[src/sv/assert_macros.svh]
// assertion helpers for the rtl
// each macro expects clk and rst_n in the enclosing module
`ifndef ASSERT_MACROS_SVH
`define ASSERT_MACROS_SVH

// condition holds at every clock edge outside reset
`define LTZ_ASSERT_HOLDS(label, cond) \
    label: assert property (@(posedge clk) disable iff (!rst_n) (cond)) \
        else $error("ltz: invariant violated");

// antecedent in one cycle implies consequent in the next
`define LTZ_ASSERT_NEXT(label, pre, post) \
    label: assert property (@(posedge clk) disable iff (!rst_n) (pre) |=> (post)) \
        else $error("ltz: sequence violated");

`endif

[src/sv/ltz_pkg.sv]
`default_nettype none

package ltz_pkg;

    typedef struct packed {
        logic [15:0]        utc_year;
        logic [3:0]         utc_month;
        logic [4:0]         utc_day;
        logic [2:0]         utc_weekday;
        logic [4:0]         utc_hour;
        logic [5:0]         utc_minute;
        logic signed [15:0] zone_offset;
    } utc_word_t;

    typedef struct packed {
        logic [15:0]        local_year;
        logic [3:0]         local_month;
        logic [4:0]         local_day;
        logic [2:0]         local_weekday;
        logic [4:0]         local_hour;
        logic [5:0]         local_minute;
        logic signed [11:0] applied_offset;
    } local_word_t;

    typedef struct packed {
        logic [15:0] year;
        logic [3:0]  month;
        logic [4:0]  day;
        logic [2:0]  wday;
    } date_t;

    localparam logic [10:0] MINUTES_PER_DAY  = 11'd1440;
    localparam logic [5:0]  MINUTES_PER_HOUR = 6'd60;
    localparam logic [4:0]  HOURS_PER_DAY    = 5'd24;
    localparam logic [6:0]  CENTURY          = 7'd100;
    localparam logic [2:0]  WDAY_LAST        = 3'd6;

    // reciprocal constants: floor(x / d) == (x * RECIP) >> SHIFT over the used range
    // day: (mag >> 5) / 45, x <= 1024
    localparam logic [10:0] DAY_RECIP        = 11'd1457;
    localparam int          DAY_RECIP_SHIFT  = 16;
    // hour: (sum >> 2) / 15, x <= 375
    localparam logic [9:0]  HOUR_RECIP       = 10'd547;
    localparam int          HOUR_RECIP_SHIFT = 13;
    // century: (year >> 2) / 25, x <= 16383
    localparam logic [13:0] CENT_RECIP       = 14'd10486;
    localparam int          CENT_RECIP_SHIFT = 18;

    localparam logic [3:0] MONTH_JAN = 4'd1;
    localparam logic [3:0] MONTH_FEB = 4'd2;
    localparam logic [3:0] MONTH_APR = 4'd4;
    localparam logic [3:0] MONTH_JUN = 4'd6;
    localparam logic [3:0] MONTH_SEP = 4'd9;
    localparam logic [3:0] MONTH_NOV = 4'd11;
    localparam logic [3:0] MONTH_DEC = 4'd12;

    // month codes outside 1..12 count as 31 days
    function automatic logic [4:0] month_days(input logic [3:0] month, input logic leap);
        logic [4:0] len;
        unique case (month) inside
            MONTH_FEB:                                len = leap ? 5'd29 : 5'd28;
            MONTH_APR, MONTH_JUN, MONTH_SEP, MONTH_NOV: len = 5'd30;
            default:                                  len = 5'd31;
        endcase
        return len;
    endfunction

    function automatic logic [2:0] wday_next(input logic [2:0] w);
        logic [2:0] r;
        if (w == WDAY_LAST)
        begin
            r = 3'd0;
        end
        else if (w > WDAY_LAST)
        begin
            r = 3'd1;
        end
        else
        begin
            r = w + 3'd1;
        end
        return r;
    endfunction

    function automatic logic [2:0] wday_prev(input logic [2:0] w);
        logic [2:0] r;
        if (w == 3'd0 || w > WDAY_LAST)
        begin
            r = WDAY_LAST;
        end
        else
        begin
            r = w - 3'd1;
        end
        return r;
    endfunction

endpackage

`default_nettype wire

[src/sv/ltz_stream_if.sv]
`default_nettype none

interface ltz_stream_if #(parameter type word_t = logic) ();
    logic  valid;
    logic  ready;
    word_t data;

    modport source (output valid, output data, input ready);
    modport sink   (input valid, input data, output ready);
endinterface

`default_nettype wire

[src/sv/local_time_from_utc_offset.sv]
// local time from a utc calendar time and a zone offset in minutes
//
// utc_time (sink) carries one utc word: year, month, day, weekday, hour,
// minute and a signed offset; local_time (source) returns one local word
// for each, in order, with the offset actually applied (reduced to +-1439
// by a remainder of 1440 that keeps the sign).
// both channels use valid/ready; a word moves when both are high.
// four register stages: offset reduction and century quotient, remainder
// and minute sum, hour split and neighbour dates, final select. each word
// passes through them in that order, and one word can be taken every
// cycle while local_time.ready stays high.
// each stage holds its own valid bit; a stall on local_time backs up only
// as far as the first empty stage, so utc_time.ready stays high while a
// bubble remains. nothing is dropped or repeated under stall.
// reset (rst_n low, asynchronous) empties the pipeline; there is no other
// state.
`default_nettype none

`include "assert_macros.svh"

module local_time_from_utc_offset import ltz_pkg::*;
(
    input  logic         clk,
    input  logic         rst_n,
    ltz_stream_if.sink   utc_time,
    ltz_stream_if.source local_time
);

    // stage advance: a stage loads when it is empty or its contents move on
    logic s1_adv, s2_adv, s3_adv, s4_adv;
    logic s1_valid_reg, s2_valid_reg, s3_valid_reg, s4_valid_reg;

    assign s4_adv = !s4_valid_reg || local_time.ready;
    assign s3_adv = !s3_valid_reg || s4_adv;
    assign s2_adv = !s2_valid_reg || s3_adv;
    assign s1_adv = !s1_valid_reg || s2_adv;

    assign utc_time.ready = s1_adv;

    always_ff @(posedge clk or negedge rst_n)
    begin
        if (!rst_n)
        begin
            s1_valid_reg <= 1'b0;
            s2_valid_reg <= 1'b0;
            s3_valid_reg <= 1'b0;
            s4_valid_reg <= 1'b0;
        end
        else
        begin
            if (s1_adv)
            begin
                s1_valid_reg <= utc_time.valid;
            end
            if (s2_adv)
            begin
                s2_valid_reg <= s1_valid_reg;
            end
            if (s3_adv)
            begin
                s3_valid_reg <= s2_valid_reg;
            end
            if (s4_adv)
            begin
                s4_valid_reg <= s3_valid_reg;
            end
        end
    end

    // ---------------------------------------------------------------
    // stage 1: offset magnitude, quotient by 1440, quotient of year by 100
    // 1440 = 32 * 45, so the day quotient is (mag >> 5) / 45
    // ---------------------------------------------------------------
    utc_word_t   s1_word_reg;
    logic        s1_neg_reg;
    logic [15:0] s1_mag_reg;
    logic [4:0]  s1_dq_reg;
    logic [9:0]  s1_cq_reg;

    logic        s1_neg_next;
    logic [15:0] s1_mag_next;
    logic [21:0] s1_day_prod;
    logic [27:0] s1_cent_prod;

    assign s1_neg_next  = utc_time.data.zone_offset[15];
    // most negative offset gives 32768, still fits unsigned 16 bits
    assign s1_mag_next  = s1_neg_next ? 16'(~utc_time.data.zone_offset + 16'sd1)
                                      : 16'(utc_time.data.zone_offset);
    assign s1_day_prod  = 22'(s1_mag_next[15:5]) * 22'(DAY_RECIP);
    assign s1_cent_prod = 28'(utc_time.data.utc_year[15:2]) * 28'(CENT_RECIP);

    always_ff @(posedge clk)
    begin
        if (s1_adv)
        begin
            s1_word_reg <= utc_time.data;
            s1_neg_reg  <= s1_neg_next;
            s1_mag_reg  <= s1_mag_next;
            s1_dq_reg   <= s1_day_prod[DAY_RECIP_SHIFT +: 5];
            s1_cq_reg   <= s1_cent_prod[CENT_RECIP_SHIFT +: 10];
        end
    end

    // ---------------------------------------------------------------
    // stage 2: remainder gives the applied offset, add it to the minute,
    // gregorian leap flag from the century quotient
    // ---------------------------------------------------------------
    date_t              s2_date_reg;
    logic [4:0]         s2_hour_reg;
    logic signed [11:0] s2_off_reg;
    logic signed [11:0] s2_sum_reg;
    logic               s2_leap_reg;

    logic [15:0]        s2_rem_wide;
    logic [10:0]        s2_rem;
    logic signed [11:0] s2_off_next;
    logic signed [11:0] s2_sum_next;
    logic               s2_div100;
    logic               s2_div400;
    logic               s2_leap_next;
    date_t              s2_date_next;

    assign s2_rem_wide = s1_mag_reg - 16'(16'(s1_dq_reg) * 16'(MINUTES_PER_DAY));
    assign s2_rem      = s2_rem_wide[10:0];
    // truncating remainder: sign follows the offset
    assign s2_off_next = s1_neg_reg ? -$signed({1'b0, s2_rem}) : $signed({1'b0, s2_rem});
    assign s2_sum_next = s2_off_next + $signed({6'b0, s1_word_reg.utc_minute});

    assign s2_div100    = (16'(16'(s1_cq_reg) * 16'(CENTURY)) == s1_word_reg.utc_year);
    assign s2_div400    = s2_div100 && (s1_cq_reg[1:0] == 2'b00);
    assign s2_leap_next = (s1_word_reg.utc_year[1:0] == 2'b00) && (!s2_div100 || s2_div400);

    assign s2_date_next.year  = s1_word_reg.utc_year;
    assign s2_date_next.month = s1_word_reg.utc_month;
    assign s2_date_next.day   = s1_word_reg.utc_day;
    assign s2_date_next.wday  = s1_word_reg.utc_weekday;

    always_ff @(posedge clk)
    begin
        if (s2_adv)
        begin
            s2_date_reg <= s2_date_next;
            s2_hour_reg <= s1_word_reg.utc_hour;
            s2_off_reg  <= s2_off_next;
            s2_sum_reg  <= s2_sum_next;
            s2_leap_reg <= s2_leap_next;
        end
    end

    // ---------------------------------------------------------------
    // stage 3: fold a negative minute sum into the day before, hour
    // quotient of the sum (60 = 4 * 15), both neighbour dates
    // ---------------------------------------------------------------
    logic [10:0]        s3_adj_reg;
    logic [4:0]         s3_hq_reg;
    logic signed [6:0]  s3_hour_reg;
    logic signed [11:0] s3_off_reg;
    date_t              s3_cur_reg;
    date_t              s3_prev_reg;
    date_t              s3_next_reg;

    logic               s3_wrap;
    logic [10:0]        s3_adj_next;
    logic signed [6:0]  s3_hour_next;
    logic [18:0]        s3_hour_prod;
    date_t              s3_prev_next;
    date_t              s3_next_next;

    assign s3_wrap      = s2_sum_reg[11];
    assign s3_adj_next  = s3_wrap ? 11'(s2_sum_reg + $signed({1'b0, MINUTES_PER_DAY}))
                                  : 11'(s2_sum_reg);
    assign s3_hour_next = $signed({2'b00, s2_hour_reg})
                        - (s3_wrap ? $signed({2'b00, HOURS_PER_DAY}) : 7'sd0);
    assign s3_hour_prod = 19'(s3_adj_next[10:2]) * 19'(HOUR_RECIP);

    ltz_date_step u_date_step
    (
        .cur      (s2_date_reg),
        .leap     (s2_leap_reg),
        .prev_day (s3_prev_next),
        .next_day (s3_next_next)
    );

    always_ff @(posedge clk)
    begin
        if (s3_adv)
        begin
            s3_adj_reg  <= s3_adj_next;
            s3_hq_reg   <= s3_hour_prod[HOUR_RECIP_SHIFT +: 5];
            s3_hour_reg <= s3_hour_next;
            s3_off_reg  <= s2_off_reg;
            s3_cur_reg  <= s2_date_reg;
            s3_prev_reg <= s3_prev_next;
            s3_next_reg <= s3_next_next;
        end
    end

    // ---------------------------------------------------------------
    // stage 4: minute remainder, final hour, pick the date by crossing
    // ---------------------------------------------------------------
    local_word_t       s4_word_reg;

    logic [10:0]       s4_min_wide;
    logic signed [6:0] s4_hour_sum;
    logic signed [6:0] s4_hour_fix;
    logic              s4_back;
    logic              s4_fwd;
    date_t             s4_date;
    local_word_t       s4_word_next;

    assign s4_min_wide = s3_adj_reg - 11'(11'(s3_hq_reg) * 11'(MINUTES_PER_HOUR));
    assign s4_hour_sum = s3_hour_reg + $signed({2'b00, s3_hq_reg});
    assign s4_back     = s4_hour_sum < 7'sd0;
    assign s4_fwd      = s4_hour_sum > $signed({2'b00, HOURS_PER_DAY - 5'd1});

    always_comb
    begin
        s4_hour_fix = s4_hour_sum;
        s4_date     = s3_cur_reg;
        if (s4_back)
        begin
            s4_hour_fix = s4_hour_sum + $signed({2'b00, HOURS_PER_DAY});
            s4_date     = s3_prev_reg;
        end
        else if (s4_fwd)
        begin
            s4_hour_fix = s4_hour_sum - $signed({2'b00, HOURS_PER_DAY});
            s4_date     = s3_next_reg;
        end
    end

    assign s4_word_next.local_year     = s4_date.year;
    assign s4_word_next.local_month    = s4_date.month;
    assign s4_word_next.local_day      = s4_date.day;
    assign s4_word_next.local_weekday  = s4_date.wday;
    assign s4_word_next.local_hour     = s4_hour_fix[4:0];
    assign s4_word_next.local_minute   = s4_min_wide[5:0];
    assign s4_word_next.applied_offset = s3_off_reg;

    always_ff @(posedge clk)
    begin
        if (s4_adv)
        begin
            s4_word_reg <= s4_word_next;
        end
    end

    assign local_time.valid = s4_valid_reg;
    assign local_time.data  = s4_word_reg;

    // ---------------------------------------------------------------
    // checks
    // ---------------------------------------------------------------
    `LTZ_ASSERT_HOLDS(a_offset_reduced, !s2_valid_reg || (s2_off_reg <= 12'sd1439 && s2_off_reg >= -12'sd1439))
    `LTZ_ASSERT_HOLDS(a_minute_sum_range, !s3_valid_reg || s3_adj_reg <= 11'd1502)
    `LTZ_ASSERT_HOLDS(a_hour_quot_range, !s3_valid_reg || s3_hq_reg <= 5'd25)
    `LTZ_ASSERT_HOLDS(a_minute_range, !s4_valid_reg || s4_word_reg.local_minute <= 6'd59)
    `LTZ_ASSERT_NEXT(a_stage3_held, s3_valid_reg && !s3_adv, s3_valid_reg)

endmodule

`default_nettype wire

[src/sv/ltz_date_step.sv]
`default_nettype none

// neighbouring calendar dates one day back and one day forward
module ltz_date_step import ltz_pkg::*;
(
    input  date_t cur,
    input  logic  leap,
    output date_t prev_day,
    output date_t next_day
);

    always_comb
    begin
        prev_day.wday  = wday_prev(cur.wday);
        prev_day.year  = cur.year;
        prev_day.month = cur.month;
        prev_day.day   = cur.day - 5'd1;
        if (cur.day <= 5'd1)
        begin
            if (cur.month <= MONTH_JAN)
            begin
                prev_day.month = MONTH_DEC;
                prev_day.year  = cur.year - 16'd1;
            end
            else
            begin
                prev_day.month = cur.month - 4'd1;
            end
            // leap flag of the current year is right: only december changes year
            prev_day.day = month_days(prev_day.month, leap);
        end
    end

    always_comb
    begin
        next_day.wday  = wday_next(cur.wday);
        next_day.year  = cur.year;
        next_day.month = cur.month;
        next_day.day   = cur.day + 5'd1;
        if (cur.day >= month_days(cur.month, leap))
        begin
            next_day.day = 5'd1;
            if (cur.month >= MONTH_DEC)
            begin
                next_day.month = MONTH_JAN;
                next_day.year  = cur.year + 16'd1;
            end
            else
            begin
                next_day.month = cur.month + 4'd1;
            end
        end
    end

endmodule

`default_nettype wire

[src/flat_wrapper.sv]
// flat-port wrapper written by rule: the top's interface ports become plain ports
module local_time_from_utc_offset_flat import ltz_pkg::*;
  (clk, rst_n, utc_time_valid, utc_time_data, utc_time_ready, local_time_valid, local_time_data, local_time_ready);
  ltz_stream_if #(.word_t(utc_word_t)) utc_time_i ();
  ltz_stream_if #(.word_t(local_word_t)) local_time_i ();
  input  logic clk;
  input  logic rst_n;
  input wire logic [$bits(utc_time_i.valid)-1:0] utc_time_valid;
  input wire logic [$bits(utc_time_i.data)-1:0] utc_time_data;
  output wire logic [$bits(utc_time_i.ready)-1:0] utc_time_ready;
  output wire logic [$bits(local_time_i.valid)-1:0] local_time_valid;
  output wire logic [$bits(local_time_i.data)-1:0] local_time_data;
  input wire logic [$bits(local_time_i.ready)-1:0] local_time_ready;
  assign utc_time_i.valid = utc_time_valid;
  assign utc_time_i.data = utc_time_data;
  assign utc_time_ready = utc_time_i.ready;
  assign local_time_valid = local_time_i.valid;
  assign local_time_data = local_time_i.data;
  assign local_time_i.ready = local_time_ready;
  local_time_from_utc_offset u_core (.clk(clk), .rst_n(rst_n), .utc_time(utc_time_i), .local_time(local_time_i));
endmodule
[config.mk]
export PLATFORM = sky130hd
export DESIGN_NAME = local_time_from_utc_offset_flat
export DESIGN_NICKNAME = d
export VERILOG_FILES = /design/src/sv/ltz_pkg.sv /design/src/sv/ltz_stream_if.sv /design/src/sv/local_time_from_utc_offset.sv /design/src/sv/ltz_date_step.sv /design/src/flat_wrapper.sv
export VERILOG_INCLUDE_DIRS = /design/src /design/src/sv
export SDC_FILE = /design/constraint.sdc
export NUM_CORES = 1
export LEC_CHECK = 0
export BUFFER_PORTS_ARGS = -buffer_cell sky130_fd_sc_hd__buf_2
export CORE_MARGIN = 2
export CORE_UTILIZATION = 55
export DETAILED_ROUTE_END_ITERATION = 7
export GPL_ROUTABILITY_DRIVEN = 0
export PLACE_DENSITY = 0.77
export SKIP_CTS_REPAIR_TIMING = 1
export SLEW_MARGIN = 10
export SYNTH_ARGS = -nofsm -noshare
export SYNTH_HDL_FRONTEND = slang
export SYNTH_SLANG_ARGS = --single-unit
[constraint.sdc]
create_clock -name clk -period 7.09 [get_ports clk]
set_clock_uncertainty 0.15 [all_clocks]
set_input_delay 0 -clock clk [delete_from_list [all_inputs] [get_ports clk]]
set_output_delay 0 -clock clk [all_outputs]
set_load 0.01 [all_outputs]
==> results_dict.tcl, run 1 <==
set metrics [dict create \
    status "finished clean" \
    path_max_fanout 6 \
    clkTransAtPathRegs_ps 60 \
    initial_core_util 0.5610 \
    synth_top_flop_cell "edfxtp_1" \
    setup_viol 0 \
    swShare 0.4132 \
    vias 12040 \
    path_class "in -> reg" \
    nets 2213 \
    end_kind "register" \
    endpoint "u_core.s1_dq_reg[4]$_DFFE_PP_" \
    n_fill_cell 2539 \
    yosysSeqAreaShare 0.4492 \
    dp_hpwl_mm 27.56 \
    tightest_slew_ps 1216 \
    fin_crit_sh 0.8383 \
    async_reset_ff_frac 0.01370 \
    drc 0 \
    grt_pass1_wl_mm 57.73 \
    ant_nets 0 \
    clock.fmax_mhz 168.2 \
    vias_per_cell 5.347 \
    yosysWarningCount 0 \
    layout_min_cycle_time_ps 5944 \
    cp.arrival_ps 6100 \
    clk_latency_ps 580 \
    die-area_um2 36930 \
    power_switching_uw 4760 \
    grt_setup_unrepaired "false" \
    drive_gt1_frac 0.09972 \
    syn_inst 1581 \
    cts_sinks 292 \
    layout_commonest_cell "edfxtp_1" \
    ys_ff_latch 292 \
    fin_setup_tns_ps 0 \
    reg2reg_slack_ps 2740 \
    grt_pass1_vias 11770 \
    cts_tree "yes" \
    pwr-share-seq 0.254 \
    ir_drop_v 0.0004061 \
    powerDensity_nw_per_um2 517.4 \
    power_frac_clock 0.137 \
    hold_viol 0 \
    power_leakage_uw 0.009921 \
    wirelength_mm 37.04 \
    drt_first_pass_iters 7 \
    yosysUniqueCellTypes 61 \
    globalRouteOverflowTotal 0 \
    p_int_uw 6759 \
    maxSlewHeadroom 0.1875 \
    cap_violations 0 \
    port_buffers 111 \
    synth_nets 2022 \
    report.final.slew_viol_count 0 \
    synth_area_um2 19470 \
    reg2reg_to "u_core.s3_hq_reg[4]$_DFFE_PP_" \
    coreArea_um2 34710 \
    reg2reg_depth 14 \
    synth_edf_count 288 \
    worstPathRequired_ps 7250 \
    clockBufferDepth 3 \
    crit_path_start_kind "input pin" \
    layout_common_cells "edfxtp_1 (288), ha_1 (274), inv_1 (254)" \
    avgRoutedWirePerCell_um 16.46 \
    die_w_um 192.2 \
    power_frac_comb 0.608 \
    largest_register_ffs 51 \
    syn_area_per_cell_um2 12.32 \
    crit_path_start "utc_time_data[1]" \
    rows 68 \
    antenna_found_initial 1 \
    root_buffer "clkbuf_16" \
    hp-class "in -> reg" \
    cts_buffers 30 \
    grtUsageTotal 0.1979 \
    fin_util 0.6413 \
    die_h_um 192.2 \
    htreeDepth 1 \
    drtIter0Drc 597 \
    r2r-start "u_core.s2_sum_reg[5]$_DFFE_PP_" \
    grt_max_degree 61 \
    area_delta_synth_final_pct 14.31 \
    ios 112 \
]
==> Yosys cell counts (all sizes together) (6+ instances only) <==
cell,number,share of area
nand4,13,0.0042
a21o,13,0.0050
o21ai,41,0.011
nand3,19,0.0049
or2,7,0.0022
and3,7,0.0022
a211oi,6,0.0023
xor2,41,0.018
o211ai,7,0.0027
a31oi,9,0.0037
nand2,60,0.012
nor2,67,0.013
nor2b,11,0.0035
nand2b,21,0.0067
inv,255,0.049
clkbuf,20,0.0039
mux2i,28,0.014
o21a,10,0.0039
xnor2,95,0.043
a21oi,66,0.017
o31ai,7,0.0027
nor3,23,0.0059
and2,7,0.0022
or3,7,0.0025
nor4,10,0.0039
ha,274,0.18
fa,108,0.11
edfxtp,288,0.44
==> critical path, cell delays in order <==
cell and delay [ps]:
dlygate4sd3_1 530, buf_2 130, or4_1 610, or2_0 350, nor2_1 140, nand2_1 80, o31ai_1 250, xnor2_1 260
ha_1 340, fa_1 510, fa_1 520, fa_1 510, ha_1 330, ha_1 330, a21oi_1 200, o21ai_0 140
nand2_1 90, o2111ai_1 170, or3_4 390, a31oi_4 160, xnor2_1 80
==> metrics by stage <==
stage | std cells | total power, µW | cell area [µm²] | hold WS (ps) | setup WS (ps)
CTS | 2180 | 11570 | 21560 | -937.5 | 1723
global route | 2251 | 12630 | 22260 | 3.749 | 842.6
global placement | 2125 | 9512 | 20560 | -336.9 | 1253
floorplan | 1581 | 8311 | 19470 | -445.6 | 1693
finish | 2251 | 11520 | 22260 | 6.099 | 1146
detailed placement | 2125 | 9906 | 20560 | -334.9 | 1136
==> layout make-up <==
type,instances,area (µm²),share of cell area
Antenna cell,1,2.502,0.0001124
Clock buffer,34,765.7,0.03440
Sequential cell,292,8748,0.3930
Clock inverter,21,232.7,0.01045
Inverter,255,957.2,0.04299
Timing Repair Buffer,184,1279,0.05744
Multi-Input combinational cell,1009,9708,0.4361
Tap cell,455,569.3,0.02557
==> logic make-up (layout without fill, tap and decap cells) <==
family,after synthesis,after routing,share of synthesized area
mux,31,31,0.01613
xor+xnor,137,137,0.06232
compound gates,189,189,0.06078
fa+ha+maj,382,382,0.2871
other cells,0,1,0
flops,292,292,0.4492
buf+inv,280,494,0.05429
simple gates,270,270,0.07022
==> how the worst min path moves through the flow <==
stage | to | slack [ps] | cells past startpoint | start
floorplan | u_core.local_time.valid$_DFFE_PN0P_ | -450 | 0 | rst_n
global route | u_core.s1_word_reg[30]$_DFFE_PP_ | 4 | 2 | utc_time_data[30]
global placement | u_core.s1_valid_reg$_DFFE_PN0P_ | -340 | 1 | rst_n
CTS | u_core.s1_valid_reg$_DFFE_PN0P_ | -940 | 1 | rst_n
finish | u_core.s1_word_reg[30]$_DFFE_PP_ | 6 | 2 | utc_time_data[30]
detailed placement | u_core.s1_valid_reg$_DFFE_PN0P_ | -330 | 1 | rst_n
==> power by group through the flow <==
| stage | Combinational, µW | Clock, µW | Sequential [µW] |
|---|---|---|---|
| 2_1_floorplan | 5370 | 0 | 2940 |
| 3_3_place_gp | 6570 | 0 | 2950 |
| 3_5_place_dp | 6940 | 0 | 2960 |
| 4_1_cts | 7040 | 1600 | 2930 |
| 5_1_grt | 7980 | 1670 | 2980 |
| 6_report | 7010 | 1580 | 2930 |
==> metal layers <==
layer | vias to the layer above | wire length (µm) | global-route usage
met3 | 50 | 1680 | 0.02558
met2 | 280 | 18840 | 0.3513
met1 | 5831 | 15900 | 0.2570
met5 | - | 0 | 0
met4 | 0 | 621 | 0.04874
li1 | 5874 | - | -
(Power assumes the default switching activity.)
==> inputs of run 2 (changes only) <==
--- a/config.mk
+++ b/config.mk
@@ -6,6 +6,7 @@
 export SDC_FILE = /design/constraint.sdc
 export NUM_CORES = 1
 export LEC_CHECK = 0
+export ABC_AREA = 1
 export BUFFER_PORTS_ARGS = -buffer_cell sky130_fd_sc_hd__buf_2
 export CORE_MARGIN = 2
 export CORE_UTILIZATION = 55
==> constraint.sdc (replaced) <==
create_clock -name clk -period 5.7 [get_ports clk]
set_clock_uncertainty 0.15 [all_clocks]
set_input_delay 0 -clock clk [delete_from_list [all_inputs] [get_ports clk]]
set_output_delay 0 -clock clk [all_outputs]
set_load 0.01 [all_outputs]
==> results_dict.tcl, run 2 <==
set metrics [dict create \
    status "finished clean" \
    coreArea_um2 37400 \
    synth_xor_area_frac 0.04522 \
    grt_max_degree 69 \
    synth-compound-area-share 0.03960 \
    drtIter0Drc 1026 \
    synthTopCellsByArea "edfxtp_1 (42%), ha_1 (17%), fa_1 (10%)" \
    synth_common_cells "inv_1 (386), nand2_1 (307), edfxtp_1 (288)" \
    root_buffer "clkbuf_16" \
    diodes 0 \
    ant_nets 0 \
    die-area_um2 39190 \
    clkTransAtPathRegs_ps 60 \
    yosysSeqAreaShare 0.4227 \
    globalRouteOverflowTotal 0 \
    reg2reg_depth 18 \
    crit_path_cell_trace "dlygate4sd3_1 > buf_2 > inv_1 > nand2_1 > nor3_1 > nand2_1 > o21ai_0 > xor2_1 > ha_1 > inv_1 > fa_1 > inv_1 > fa_1 > fa_1 > ha_1 > ha_1 > a21oi_1 > o21ai_0 > a211oi_1 > nand2_1 > nand2_1 > nand2_1" \
    largest_register_ffs 51 \
    die_h_um 198.0 \
    hp-class "in -> reg" \
    rows 71 \
    cp.arrival_ps 5360 \
    grt_pass1_wl_mm 67.65 \
    async_reset_ff_frac 0.01370 \
    clk_latency_ps 520 \
    grt_pass1_vias 14100 \
    synth_nets 2441 \
    synth_edf_count 288 \
    drive_gt1_frac 0.09231 \
    grtUsageTotal 0.2166 \
    setup_viol 0 \
    grt_setup_unrepaired "false" \
    path_class "in -> reg" \
    cts_sinks 292 \
    yosysTopAreaCell "edfxtp_1" \
    holdPathStages 2 \
    vias 14340 \
    initial_core_util 0.5533 \
    path_max_fanout 5 \
    slowest_delay_ps 560 \
    synthAdderAreaFrac 0.2701 \
    drc 0 \
    clock.fmax_mhz 191.1 \
    synth_top_flop_cell "edfxtp_1" \
    fin_crit_sh 0.9182 \
    ys_ff_latch 292 \
    vias_per_cell 5.270 \
    cap_violations 0 \
    area_delta_synth_final_pct 13.78 \
    die_w_um 198.0 \
    layout_common_cells "inv_1 (383), nand2_1 (306), edfxtp_1 (288)" \
    clockBufferDepth 3 \
    yosys.area_share.simple 0.1441 \
    nets 2628 \
    path_delay_family "adder cells" \
    n_fill_cell 2902 \
    crit_path_start_kind "input pin" \
    avgRoutedWirePerCell_um 15.61 \
    syn_area_per_cell_um2 10.35 \
    hold_viol 0 \
    synth_top_family_by_area "adder cells" \
    crit_cells 22 \
    layout_commonest_cell "inv_1" \
    wirelength_mm 42.47 \
    antenna_found_initial 0 \
    layout_min_cycle_time_ps 5234 \
    synth.area.mux_share 0.0005441 \
    yosysUniqueCellTypes 54 \
    worstPathRequired_ps 5830 \
    end_kind "register" \
    cts_buffers 34 \
    cts_tree "yes" \
    yosysTopAreaCellShare 0.4179 \
    critPathSlowestCell "dlygate4sd3_1" \
    drt_first_pass_iters 7 \
    yosysWarningCount 0 \
    maxSlewHeadroom 0.2796 \
    report.final.slew_viol_count 0 \
    cp_num_buf_inv 5 \
    port_buffers 111 \
    tightest_slew_ps 1079 \
    ios 112 \
    yosys.cell_count.top_type "inv_1" \
    synth_area_um2 20690 \
    dp_hpwl_mm 32.10 \
    worst_path_most_repeated_cell "nand2_1" \
    htreeDepth 2 \
    syn_inst 2000 \
    fin_setup_tns_ps 0 \
]
run 2: cell types whose count changed after synthesis, sizes merged, moves of 11 or more:
cell,delta
mux2i,-28
nand2b,-21
nand2,+251
inv,+131
nand3,+148
clkbuf,-11
nor2,+47
buf,+13
xnor2,-65
nand4,+15
xor2,+35
nor2b,-11
run 2: layout make-up:
cell class                 instances  area (µm²)  share of cell area
sequential                       292        8748              0.3715
clock inverter                    21       260.3             0.01105
inverter                         388        1460             0.06201
clock buffer                      38       887.1             0.03767
timing repair buffer             178        1201             0.05101
tap                              511       639.4             0.02715
multi-input combinational       1293       10350              0.4396
run 2: cell families after synthesis:
logic type               Yosys count
multiplexers                       1
adder cells (fa/ha/maj)          382
flip-flops                       292
XOR/XNOR                         106
AND/OR/NAND/NOR                  664
buffers and inverters            415
AO/OA/AOI/OAI                    140
run 2: final timing paths:
check | start | end | slack (ps)
setup / recovery | utc_time_data[6] | u_core.s1_dq_reg[4]$_DFFE_PP_ | 470
hold / removal | utc_time_data[34] | u_core.s1_word_reg[34]$_DFFE_PP_ | 30
setup reg to reg | u_core.s2_sum_reg[5]$_DFFE_PP_ | u_core.s3_hq_reg[2]$_DFFE_PP_ | 1430
hold reg to reg | u_core.s2_off_reg[0]$_DFFE_PP_ | u_core.s3_off_reg[0]$_DFFE_PP_ | 260
max in group asynchronous | rst_n | u_core.s3_valid_reg$_DFFE_PN0P_ | 5020
min in group asynchronous | rst_n | u_core.s1_valid_reg$_DFFE_PN0P_ | 210
run 2: routing by layer:
metal / wire (µm) / global-route usage
met1: 17720 / 0.2783
met2: 21210 / 0.3758
met3: 2384 / 0.03338
met4: 1154 / 0.07212
met5: 0 / 0
run 2: metrics by stage:
step	hold slack, ps	instance area (µm²)	setup slack (ps)	std cells	utilization
4_1_cts	-896.2	22980	1083	2664	0.6143
3_5_place_dp	-340.4	21830	529.0	2605	0.5837
5_1_grt	32.37	23550	97.33	2721	0.6296
3_3_place_gp	-344.1	21830	670.9	2605	0.5837
2_1_floorplan	-445.6	20700	164.9	2000	-
6_report	33.13	23550	466.2	2721	0.6296
run 2: worst reg2reg max path, cell delays in order, from the launching register on:
cell and delay [ps]:
edfxtp_1 430, ha_1 240, inv_1 70, nand2_1 50, nand2_1 70, xor2_1 440, ha_1 320, inv_1 70
fa_1 450, fa_1 550, inv_1 40, ha_1 300, nand2_1 100, o21ai_0 90, nand2_1 60, nand4_1 160
a21o_1 240, a21oi_1 130, a21oi_1 60
Power of run 2 is not shown: default switching activity piles up to over one toggle a cycle in this logic, so the estimate is an artifact.
